**config.mk**
```make
export PLATFORM = sky130hd
export DESIGN_NAME = ring_buffered_frame_extractor
export DESIGN_NICKNAME = d
export VERILOG_FILES = /design/src/rtl/core/rbfe_pkg.sv /design/src/rtl/core/rbfe_ram.sv /design/src/rtl/core/ring_buffered_frame_extractor.sv
export SDC_FILE = /design/constraint.sdc
export NUM_CORES = 1
export LEC_CHECK = 0
export ABC_AREA = 0
export BUFFER_PORTS_ARGS = -buffer_cell sky130_fd_sc_hd__buf_4
export CAP_MARGIN = 20
export CORE_UTILIZATION = 50
export DETAILED_ROUTE_END_ITERATION = 16
export PLACE_DENSITY = 0.65
export SYNTH_ARGS = -nofsm -noshare
export SYNTH_HDL_FRONTEND = slang
export SYNTH_SLANG_ARGS = --single-unit
```
**constraint.sdc**
```tcl
create_clock -name clk -period 14.4 [get_ports clk]
set_input_delay 1.44 -clock clk [delete_from_list [all_inputs] [get_ports clk]]
set_output_delay 1.44 -clock clk [all_outputs]
set_load 0.03 [all_outputs]
```
**src/rtl/core/rbfe_pkg.sv**
```systemverilog
// ----------------------------------------------------------------------------
// Ring buffered frame extractor package
// Shared codes, widths and reset values.
// ----------------------------------------------------------------------------
package rbfe_pkg;

  typedef logic [1:0] status_t;

  localparam status_t ST_STORED  = 2'd0;
  localparam status_t ST_DROPPED = 2'd1;
  localparam status_t ST_FRAME   = 2'd2;
  localparam status_t ST_NONE    = 2'd3;

  localparam logic OP_APPEND = 1'b0;
  localparam logic OP_FETCH  = 1'b1;

  localparam logic CFG_HEADER = 1'b0;
  localparam logic CFG_MINLEN = 1'b1;

  localparam int BYTE_W = 8;
  localparam int LEN_W  = 7;

  typedef logic [BYTE_W-1:0] byte_t;
  typedef logic [LEN_W-1:0]  len_t;

  localparam byte_t HEADER_RST = 8'hAA;
  localparam len_t  MINLEN_RST = 7'd4;
  localparam len_t  MINLEN_FLOOR = 7'd3;

endpackage

```
**src/rtl/core/rbfe_ram.sv**
```systemverilog
// ----------------------------------------------------------------------------
// Ring buffered frame extractor RAM
// Generic single write port, single read port RAM with registered read data.
// ----------------------------------------------------------------------------
module rbfe_ram #(
  parameter int WIDTH = 8,
  parameter int DEPTH = 128
) (
  input  logic                     clk,
  input  logic                     we,
  input  logic [$clog2(DEPTH)-1:0] waddr,
  input  logic [WIDTH-1:0]         wdata,
  input  logic [$clog2(DEPTH)-1:0] raddr,
  output logic [WIDTH-1:0]         rdata
);

  logic [WIDTH-1:0] mem [DEPTH];
  logic [WIDTH-1:0] rdata_r;

  always_ff @(posedge clk) begin
    if (we) begin
      mem[waddr] <= wdata;
    end
    rdata_r <= mem[raddr];
  end

  assign rdata = rdata_r;

endmodule

```
**src/rtl/core/ring_buffered_frame_extractor.sv**
```systemverilog
// ----------------------------------------------------------------------------
// Ring buffered frame extractor
// Byte ring with a header, length and checksum frame finder.
// ----------------------------------------------------------------------------
// An append transaction returns its single result, registered, on the next
// cycle; appends may arrive every cycle while busy is low, and the ring holds
// RING_DEPTH-1 bytes. A fetch transaction raises busy and walks the ring
// through its single read port: a start byte is checked against the header
// and the length byte and is either rejected or taken as a candidate frame of
// length L, whose L bytes are read to check the checksum; a found frame is then
// emitted one byte per cycle over consecutive cycles. Results are shown for one
// cycle on out_strobe and cannot be held off; the receiver must take every one.
// ----------------------------------------------------------------------------
module ring_buffered_frame_extractor #(
  parameter int RING_DEPTH = 128,
  parameter int MAX_FRAME  = 64
) (
  input  logic                  clk,
  input  logic                  rst_n,
  input  logic                  start,
  output logic                  busy,
  input  logic                  in_operation,
  input  rbfe_pkg::byte_t       in_data_byte,
  output logic                  out_strobe,
  output rbfe_pkg::status_t     out_status,
  output rbfe_pkg::byte_t       out_out_byte,
  output rbfe_pkg::len_t        out_frame_length,
  output logic                  out_last,
  input  logic                  cfg_we,
  input  logic                  cfg_index,
  input  rbfe_pkg::byte_t       cfg_data
);

  import rbfe_pkg::*;

  localparam int AW = $clog2(RING_DEPTH);
  localparam int CW = (AW > BYTE_W) ? AW : BYTE_W;
  localparam int SW = ((AW > LEN_W) ? AW : LEN_W) + 1;

  localparam logic [2:0] S_IDLE = 3'd0;
  localparam logic [2:0] S_CHK  = 3'd1;
  localparam logic [2:0] S_HDR  = 3'd2;
  localparam logic [2:0] S_LEN  = 3'd3;
  localparam logic [2:0] S_SUM  = 3'd4;
  localparam logic [2:0] S_EMIT = 3'd5;

  function automatic logic [AW-1:0] wrap_add(input logic [AW-1:0] base, input len_t off);
    logic [SW-1:0] s;
    begin
      s = SW'(base) + SW'(off);
      if (s >= SW'(RING_DEPTH)) begin
        s = s - SW'(RING_DEPTH);
      end
      return s[AW-1:0];
    end
  endfunction

  logic [2:0]    state_r, state_nxt;
  logic [AW-1:0] rp_r, rp_nxt;
  logic [AW-1:0] wp_r, wp_nxt;
  len_t          idx_r, idx_nxt;
  len_t          len_r, len_nxt;
  byte_t         sum_r, sum_nxt;
  byte_t         hdr_r;
  len_t          minlen_r;

  logic          out_strobe_r, out_strobe_nxt;
  status_t       out_status_r, out_status_nxt;
  byte_t         out_byte_r, out_byte_nxt;
  len_t          out_len_r, out_len_nxt;
  logic          out_last_r, out_last_nxt;

  logic [AW-1:0] count;
  logic [CW-1:0] count_x;
  len_t          minlen_eff;
  logic          full;
  logic          accept;
  len_t          off;
  logic [AW-1:0] raddr;
  byte_t         ram_q;
  logic          ram_we;

  assign accept     = start && (state_r == S_IDLE);
  assign busy       = (state_r != S_IDLE);
  assign count      = (wp_r >= rp_r) ? (wp_r - rp_r) : AW'(SW'(wp_r) + SW'(RING_DEPTH) - SW'(rp_r));
  assign count_x    = CW'(count);
  assign minlen_eff = (minlen_r < MINLEN_FLOOR) ? MINLEN_FLOOR : minlen_r;
  assign full       = (count == AW'(RING_DEPTH - 1));
  assign ram_we     = accept && (in_operation == OP_APPEND) && !full;
  assign raddr      = wrap_add(rp_r, off);

  always_comb begin
    unique case (state_r)
      S_HDR:   off = len_t'(1);
      S_LEN:   off = len_t'(2);
      S_SUM:   off = idx_r + len_t'(1);
      S_EMIT:  off = idx_r;
      default: off = '0;
    endcase
  end

  rbfe_ram #(
    .WIDTH(BYTE_W),
    .DEPTH(RING_DEPTH)
  ) u_rbfe_ram (
    .clk  (clk),
    .we   (ram_we),
    .waddr(wp_r),
    .wdata(in_data_byte),
    .raddr(raddr),
    .rdata(ram_q)
  );

  always_comb begin
    state_nxt      = state_r;
    rp_nxt         = rp_r;
    wp_nxt         = wp_r;
    idx_nxt        = idx_r;
    len_nxt        = len_r;
    sum_nxt        = sum_r;
    out_strobe_nxt = 1'b0;
    out_status_nxt = out_status_r;
    out_byte_nxt   = out_byte_r;
    out_len_nxt    = out_len_r;
    out_last_nxt   = out_last_r;

    unique case (state_r)
      S_IDLE: begin
        if (accept) begin
          if (in_operation == OP_APPEND) begin
            out_strobe_nxt = 1'b1;
            out_byte_nxt   = '0;
            out_len_nxt    = '0;
            out_last_nxt   = 1'b1;
            if (full) begin
              out_status_nxt = ST_DROPPED;
            end else begin
              out_status_nxt = ST_STORED;
              wp_nxt         = wrap_add(wp_r, len_t'(1));
            end
          end else begin
            state_nxt = S_CHK;
          end
        end
      end
      S_CHK: begin
        if (count_x < CW'(minlen_eff)) begin
          out_strobe_nxt = 1'b1;
          out_status_nxt = ST_NONE;
          out_byte_nxt   = '0;
          out_len_nxt    = '0;
          out_last_nxt   = 1'b1;
          state_nxt      = S_IDLE;
        end else begin
          state_nxt = S_HDR;
        end
      end
      S_HDR: begin
        if (ram_q != hdr_r) begin
          rp_nxt    = wrap_add(rp_r, len_t'(1));
          state_nxt = S_CHK;
        end else begin
          sum_nxt   = ram_q;
          state_nxt = S_LEN;
        end
      end
      S_LEN: begin
        if ((ram_q < BYTE_W'(minlen_eff)) || (ram_q > BYTE_W'(MAX_FRAME))) begin
          rp_nxt    = wrap_add(rp_r, len_t'(1));
          state_nxt = S_CHK;
        end else if (count_x < CW'(ram_q)) begin
          out_strobe_nxt = 1'b1;
          out_status_nxt = ST_NONE;
          out_byte_nxt   = '0;
          out_len_nxt    = '0;
          out_last_nxt   = 1'b1;
          state_nxt      = S_IDLE;
        end else begin
          len_nxt   = ram_q[LEN_W-1:0];
          sum_nxt   = sum_r + ram_q;
          idx_nxt   = len_t'(2);
          state_nxt = S_SUM;
        end
      end
      S_SUM: begin
        if (idx_r == len_r - len_t'(1)) begin
          if (ram_q == sum_r) begin
            idx_nxt   = '0;
            state_nxt = S_EMIT;
          end else begin
            rp_nxt    = wrap_add(rp_r, len_t'(1));
            state_nxt = S_CHK;
          end
        end else begin
          sum_nxt = sum_r + ram_q;
          idx_nxt = idx_r + len_t'(1);
        end
      end
      S_EMIT: begin
        if (idx_r != '0) begin
          out_strobe_nxt = 1'b1;
          out_status_nxt = ST_FRAME;
          out_byte_nxt   = ram_q;
          out_len_nxt    = len_r;
          out_last_nxt   = (idx_r == len_r);
        end
        if (idx_r == len_r) begin
          rp_nxt    = wrap_add(rp_r, len_r);
          state_nxt = S_IDLE;
        end else begin
          idx_nxt = idx_r + len_t'(1);
        end
      end
      default: begin
        state_nxt = S_IDLE;
      end
    endcase
  end

  always_ff @(posedge clk) begin
    if (!rst_n) begin
      state_r      <= S_IDLE;
      rp_r         <= '0;
      wp_r         <= '0;
      out_strobe_r <= 1'b0;
      hdr_r        <= HEADER_RST;
      minlen_r     <= MINLEN_RST;
    end else begin
      state_r      <= state_nxt;
      rp_r         <= rp_nxt;
      wp_r         <= wp_nxt;
      out_strobe_r <= out_strobe_nxt;
      if (cfg_we) begin
        unique case (cfg_index)
          CFG_HEADER: hdr_r    <= cfg_data;
          CFG_MINLEN: minlen_r <= cfg_data[LEN_W-1:0];
        endcase
      end
    end
  end

  always_ff @(posedge clk) begin
    idx_r        <= idx_nxt;
    len_r        <= len_nxt;
    sum_r        <= sum_nxt;
    out_status_r <= out_status_nxt;
    out_byte_r   <= out_byte_nxt;
    out_len_r    <= out_len_nxt;
    out_last_r   <= out_last_nxt;
  end

  assign out_strobe       = out_strobe_r;
  assign out_status       = out_status_r;
  assign out_out_byte     = out_byte_r;
  assign out_frame_length = out_len_r;
  assign out_last         = out_last_r;

endmodule

```
==> impl_metrics.env, run 1 <==
export IMPL_outcome="finished clean"
export IMPL_final_area_um2=50200
export IMPL_critPathKind="reg -> reg"
export IMPL_p_switching_mw=1.34
export IMPL_crit_fanout=67
export IMPL_drive_gt1_share_pct=23.4
export IMPL_postRouteWirelength_um=99900
export IMPL_io_pins=42
export IMPL_die_height_um=303
export IMPL_start_util_pct=50.8
export IMPL_crit_slowest_cell="fa_4"
export IMPL_ctsRootBufferMaster="clkbuf_16"
export IMPL_seqCellArea_um2=32800
export IMPL_syn_inst=2272
export IMPL_syn_nets=2348
export IMPL_synth_edff_count=1064
export IMPL_ys_ff_latch=1105
export IMPL_die_area_um2=91500
export IMPL_synth_ff_type="edfxtp_1"
export IMPL_cts_buffers=106
export IMPL_cts_hold_buf=0
export IMPL_antenna_found_initial=3
export IMPL_ctsResizeCount=0
export IMPL_clk_pin_slew_ps=60
export IMPL_wl_per_cell_um=27.8
export IMPL_ys_types=61
export IMPL_htree_levels=3
export IMPL_fillCellCount=6513
export IMPL_core_um2=88900
export IMPL_cts_tree="done"
export IMPL_clock_power_share_pct=41.5
export IMPL_p_int_mw=5.16
export IMPL_drt_drc_violations_left=0
export IMPL_yosys_top_cells_count="edfxtp_1, mux4_2, nor2_1"
export IMPL_antennaDiodeCount=0
export IMPL_syn_area_per_cell_um2=19.9
export IMPL_maxSlewViolCount=0
export IMPL_drt_iter0_drc=2493
export IMPL_max_cap_violations=0
export IMPL_grt_max_degree=120
export IMPL_worst_setup_path_start_kind="flip-flop"
export IMPL_fmax_ghz=0.142
export IMPL_setup_violations=0
export IMPL_synth_area_top_cells="edfxtp_1, mux4_2, dfxtp_1"
export IMPL_pwr_density_cell_nw_per_um2=130
export IMPL_core_rowCount=109
export IMPL_area_growth_pct=11.1
export IMPL_dp_slack_ps=7480
export IMPL_place_area_um2=46700
export IMPL_stdcell_count=3594
export IMPL_finalCoreUtilization_pct=56.4
export IMPL_grtUsageTotal_pct=22.4
export IMPL_hold_class="reg -> reg"
export IMPL_synth_top_area_cell="edfxtp_1"
export IMPL_p_sw_share_pct=20.6
export IMPL_comb_power_share_pct=3.9
export IMPL_placed_cells=3391
export IMPL_clock_path_buffers=3
export IMPL_cp_arrival_ps=7610
export IMPL_cts_post_setup_buffers_inserted=0
export IMPL_grt_pass1_wl_um=149000
export IMPL_worst_slew_pin_slew_ps=1180
export IMPL_portBuffers=41
export IMPL_async_flop_share_pct=0
export IMPL_rsz0062_at_grt="no"
export IMPL_yosysSeqAreaShare_pct=72.6
export IMPL_cts_sinks=1105
export IMPL_layout_setup_ws_ps=7370
export IMPL_skew_ps=32.0
export IMPL_clock_latency_ps=690
export IMPL_via_per_inst=6.11
export IMPL_first_pass_iters=5
export IMPL_syn_area_um2=45200
export IMPL_multi_input_area_um2=11700
export IMPL_synth_warnings=0
export IMPL_synth_top_area_share_pct=70.8
export IMPL_tns_ps=0
export IMPL_post_route_min_period_ps=7030
export IMPL_fin_crit_sh_pct=48.9
export IMPL_synth_most_common_cell="edfxtp_1"
export IMPL_place_congestion=0.853
export IMPL_vias=21969
export IMPL_slew_headroom_pct=21.4
export IMPL_leakage_nw=15.6
export IMPL_cpPeakStageDelay_ps=1450
export IMPL_dp_hpwl_um=61000
export IMPL_ir_drop_mv=0.100
export IMPL_pwr_share_seq_pct=54.6
export IMPL_worstSetupEndpointType="flip-flop"
export IMPL_grt_pass1_vias=22437
export IMPL_cp_required_ps=14980
export IMPL_overflow=0
export IMPL_die_x_um=303
export IMPL_fin_nets=2418
export IMPL_path_cells="nand2b_1, o22ai_1, ha_4, fa_4, buf_4, buf_4, mux4_2, mux4_2, mux2i_1, mux2i_1, mux2_2"
export IMPL_drtAntennaViolNets=0
export IMPL_hold_viol=0
final timing paths:
path / startpoint / to / slack [ps] / cells past startpoint
setup / recovery: state_r[1] / u_rbfe_ram.rdata[3] / 7370 / 11
hold / removal: minlen_r[1] / minlen_r[1] / 480 / 2
setup reg to reg: state_r[1] / u_rbfe_ram.rdata[3] / 7370 / 11
hold reg to reg: minlen_r[1] / minlen_r[1] / 480 / 2
critical path, delay by kind of cell, from the launching register on:
kind                     cells  cell delay (ps)
buffers and inverters        2             1740
multiplexers                 5             1790
AND/OR/NAND/NOR              1              700
adder cells (fa/ha/maj)      2             1690
AO/OA/AOI/OAI                1              240
flip-flops                   1              500
layout by cell type (no fill, tap or decap), types with 5 or more instances in the layout:
cell	instances
edfxtp_1	1064
mux4_2	320
nor2_1	180
clkbuf_16	108
nand2_1	71
buf_4	71
mux2i_1	57
ha_1	48
inv_1	46
dfxtp_1	41
nand3_1	33
o21ai_0	32
xnor2_1	32
a21oi_1	31
clkbuf_1	31
clkinv_1	26
nor3_1	25
xor2_1	15
clkinv_2	15
nand2b_1	14
a21o_1	12
a21boi_0	12
nor2b_1	11
and3_1	10
mux2_2	9
nor4_1	8
bufinv_16	8
buf_6	6
or3_1	5
o211ai_1	5
a211oi_1	5
o21a_1	5
o31ai_1	5
flip-flops by register name (all words and copies together), names as in the netlist, 8 cells and up:
name and count:
u_rbfe_ram.mem 1024, hdr_r 8, out_out_byte 8, sum_r 8, u_rbfe_ram.rdata 8
cell families (layout without fill, tap and decap cells):
group | after synthesis | after routing | synth area share [%]
flip-flops | 1105 | 1105 | 72.6
multiplexers | 386 | 386 | 17.4
AND/OR/NAND/NOR | 380 | 380 | 3.98
buffers and inverters | 164 | 321 | 1.53
AO/OA/AOI/OAI | 132 | 132 | 1.89
adder cells (fa/ha/maj) | 54 | 54 | 1.58
XOR/XNOR | 51 | 51 | 1.01
stage by stage:
stage	total power [mW]	hold WS [ps]
2_1_floorplan	3.76	443
3_3_place_gp	3.87	467
3_5_place_dp	3.87	481
4_1_cts	6.55	489
5_1_grt	6.68	514
6_report	6.50	483
cell type report:
class,instances,area share (%)
clock inverters,56,1.09
repair buffers,80,1.32
clock buffers,139,5.62
inverters,46,0.344
well taps,1165,2.91
multi-input cells,1003,23.4
flip-flops and latches,1105,65.3
metal layers:
layer  vias up  track usage, %  share of wire [%]
met5         -               0              0.013
met4         2            6.77                2.3
met3       139            3.69                6.6
met2       796            36.3                 50
met1     11624            31.6                 41
li1       9408               -                  -
power by group through the flow:
stage               sequential, mW  clock, mW  combinational [mW]
floorplan                     3.62          0               0.144
global placement              3.62          0               0.246
detailed placement            3.62          0               0.254
CTS                           3.55       2.74               0.255
global route                  3.55       2.86               0.277
finish                        3.55       2.70               0.253
(Power assumes the default switching activity.)
==> run 2, diff against run 1 <==
Clock period 14.4 ns to 7.01 ns, I/O delays scaled along.
==> run 2 against run 1 <==
Net effect: global-route usage increased by 0.26 points; cell area rose by 0.36%; power increased by 110%; wire length up 1.4%; clock skew shrank 2.3 ps; sequential power is 110% higher; critical path type unchanged; critical endpoint is now u_rbfe_ram.rdata[7]; largest power group unchanged; highest routed layer is now met4.
==> impl_metrics.env, run 2 (same netlist as run 1, synthesis figures left out) <==
export IMPL_outcome="finished clean"
export IMPL_clock_power_share_pct=42.6
export IMPL_drive_gt1_share_pct=23.6
export IMPL_grt_pass1_wl_um=150000
export IMPL_crit_fanout=77
export IMPL_post_route_min_period_ps=5360
export IMPL_cp_required_ps=7580
export IMPL_min_path_cells=3
export IMPL_dr_wl_met2_um=48700
export IMPL_stdcell_count=3593
export IMPL_overflow=0
export IMPL_crit_slowest_cell="fa_4"
export IMPL_postRouteWirelength_um=101000
export IMPL_max_cap_violations=0
export IMPL_dp_slack_ps=1690
export IMPL_antenna_found_initial=0
export IMPL_tns_ps=0
export IMPL_core_rowCount=109
export IMPL_worstSetupEndpointType="flip-flop"
export IMPL_fmax_ghz=0.186
export IMPL_rrSetupSlack_ps=1650
export IMPL_holdWs_ps=255
export IMPL_leakage_nw=15.7
export IMPL_htree_levels=3
export IMPL_place_congestion=0.846
export IMPL_r2r_end="u_rbfe_ram.rdata[7]"
export IMPL_drtAntennaViolNets=0
export IMPL_p_switching_mw=2.77
export IMPL_critPathTopFamily="multiplexers"
export IMPL_die_x_um=303
export IMPL_drt_iter0_drc=2013
export IMPL_vias=22007
export IMPL_worstReg2RegStart="state_r[0]"
export IMPL_hold_viol=0
export IMPL_critPathKind="reg -> reg"
export IMPL_die_height_um=303
export IMPL_path_cells="xor2_1, o22ai_1, ha_4, fa_4, buf_12, buf_4, mux4_2, mux4_2, mux2i_1, mux2i_1, mux2_2"
export IMPL_p_int_mw=10.9
export IMPL_reg2reg_depth=11
export IMPL_cts_buffers=110
export IMPL_clock_latency_ps=690
export IMPL_antennaDiodeCount=0
export IMPL_portBuffers=41
export IMPL_cpPeakStageDelay_ps=1080
export IMPL_cp_arrival_ps=5930
export IMPL_placed_cells=3392
export IMPL_setup_violations=0
export IMPL_io_pins=42
export IMPL_maxSlewViolCount=0
export IMPL_p_sw_share_pct=20.3
export IMPL_start_util_pct=50.8
export IMPL_critPathBufInv=2
export IMPL_hold_class="in -> reg"
export IMPL_first_pass_iters=5
export IMPL_ctsRootBufferMaster="clkbuf_16"
export IMPL_drt_drc_violations_left=0
export IMPL_top_register="u_rbfe_ram.mem"
export IMPL_pwr_density_cell_nw_per_um2=271
export IMPL_cts_hold_buf=0
export IMPL_hp_start="cfg_data[7]"
export IMPL_top_layer="met4"
export IMPL_wl_met1_um=42800
export IMPL_comb_power_share_pct=3.9
export IMPL_fin_crit_sh_pct=76.5
export IMPL_pwr_share_seq_pct=53.5
export IMPL_fillCellCount=6534
export IMPL_core_um2=88900
export IMPL_grt_pass1_vias=22396
export IMPL_final_common_cell="edfxtp_1"
export IMPL_clock_path_buffers=3
export IMPL_die_area_um2=91500
export IMPL_clk_pin_slew_ps=60
export IMPL_rsz0062_at_grt="no"
export IMPL_skew_ps=29.7
export IMPL_worst_setup_path_start_kind="flip-flop"
export IMPL_cts_post_setup_buffers_inserted=0
export IMPL_via_per_inst=6.12
export IMPL_area_growth_pct=11.5
export IMPL_slew_headroom_pct=23.5
export IMPL_ir_drop_mv=0.193
export IMPL_final_cell_mix="edfxtp_1, mux4_2, nor2_1"
export IMPL_grt_max_degree=97
export IMPL_fin_nets=2417
export IMPL_worst_slew_pin_slew_ps=1140
export IMPL_dp_hpwl_um=61200
export IMPL_layout_setup_ws_ps=1650
export IMPL_ctsResizeCount=0
export IMPL_wl_per_cell_um=28.2
export IMPL_holdPathEnd="hdr_r[7]"
export IMPL_cts_tree="done"
export IMPL_largest_reg_flops=1024
export IMPL_grtUsageTotal_pct=22.7
export IMPL_wl_met3_um=7140
export IMPL_cts_sinks=1105
[run 2: cell types whose count changed in the layout (fill, tap and decap cells not counted), moves of 2 or more]
| cell | delta |
|---|---|
| clkinv_1 | +2 |
| clkinv_16 | -2 |
| buf_4 | -7 |
| buf_6 | -6 |
| buf_12 | +9 |
| clkbuf_16 | +4 |
| buf_16 | -2 |
| bufinv_16 | +5 |
| clkbuf_1 | -6 |
[run 2: power by group through the flow]
stage,sequential (mW),clock [mW],combinational (mW)
final,7.30,5.81,0.531
after global routing,7.29,6.14,0.575
after CTS,7.30,5.90,0.540
after detailed placement,7.44,0,0.539
after global placement,7.43,0,0.523
after floorplan,7.43,0,0.296
[run 2: how the worst max path moves through the flow]
stage	from	to	slack (ps)	cells past startpoint
floorplan	wp_r[0]	sum_r[0]	2490	15
CTS	state_r[0]	u_rbfe_ram.rdata[7]	1680	11
finish	state_r[0]	u_rbfe_ram.rdata[7]	1650	11
global placement	state_r[0]	u_rbfe_ram.rdata[7]	1710	11
global route	state_r[0]	u_rbfe_ram.rdata[7]	1470	11
detailed placement	state_r[0]	u_rbfe_ram.rdata[7]	1690	11
[run 2: final cells by class]
type	instances	area, µm²	share of cell area, %
timing repair buffer	75	673	1.34
clock buffer	137	2900	5.75
multi-input combinational	1003	11700	23.3
sequential	1105	32800	65.1
inverter	46	173	0.343
clock inverter	62	641	1.27
tap	1165	1460	2.90
[run 2: worst reg2reg max path: cells and delay by family (launching register included)]
| family | cells | cell delay (ps) |
|---|---|---|
| adder cells (fa/ha/maj) | 2 | 1320 |
| multiplexers | 5 | 1720 |
| XOR/XNOR | 1 | 210 |
| flip-flops | 1 | 940 |
| AO/OA/AOI/OAI | 1 | 170 |
| buffers and inverters | 2 | 900 |
[run 2: metrics by stage]
stage	power, mW	instance area (µm²)	util, %
global route	14.0	50300	56.6
detailed placement	7.97	46800	52.6
CTS	13.7	50300	56.6
global placement	7.96	46800	52.6
floorplan	7.73	45200	-
finish	13.6	50300	56.6
[run 2: layer usage]
layer,track usage [%],up-vias
met2,35.8,891
met4,7.27,0
met3,4.04,152
met5,0,-
met1,32.4,11582
li1,-,9382
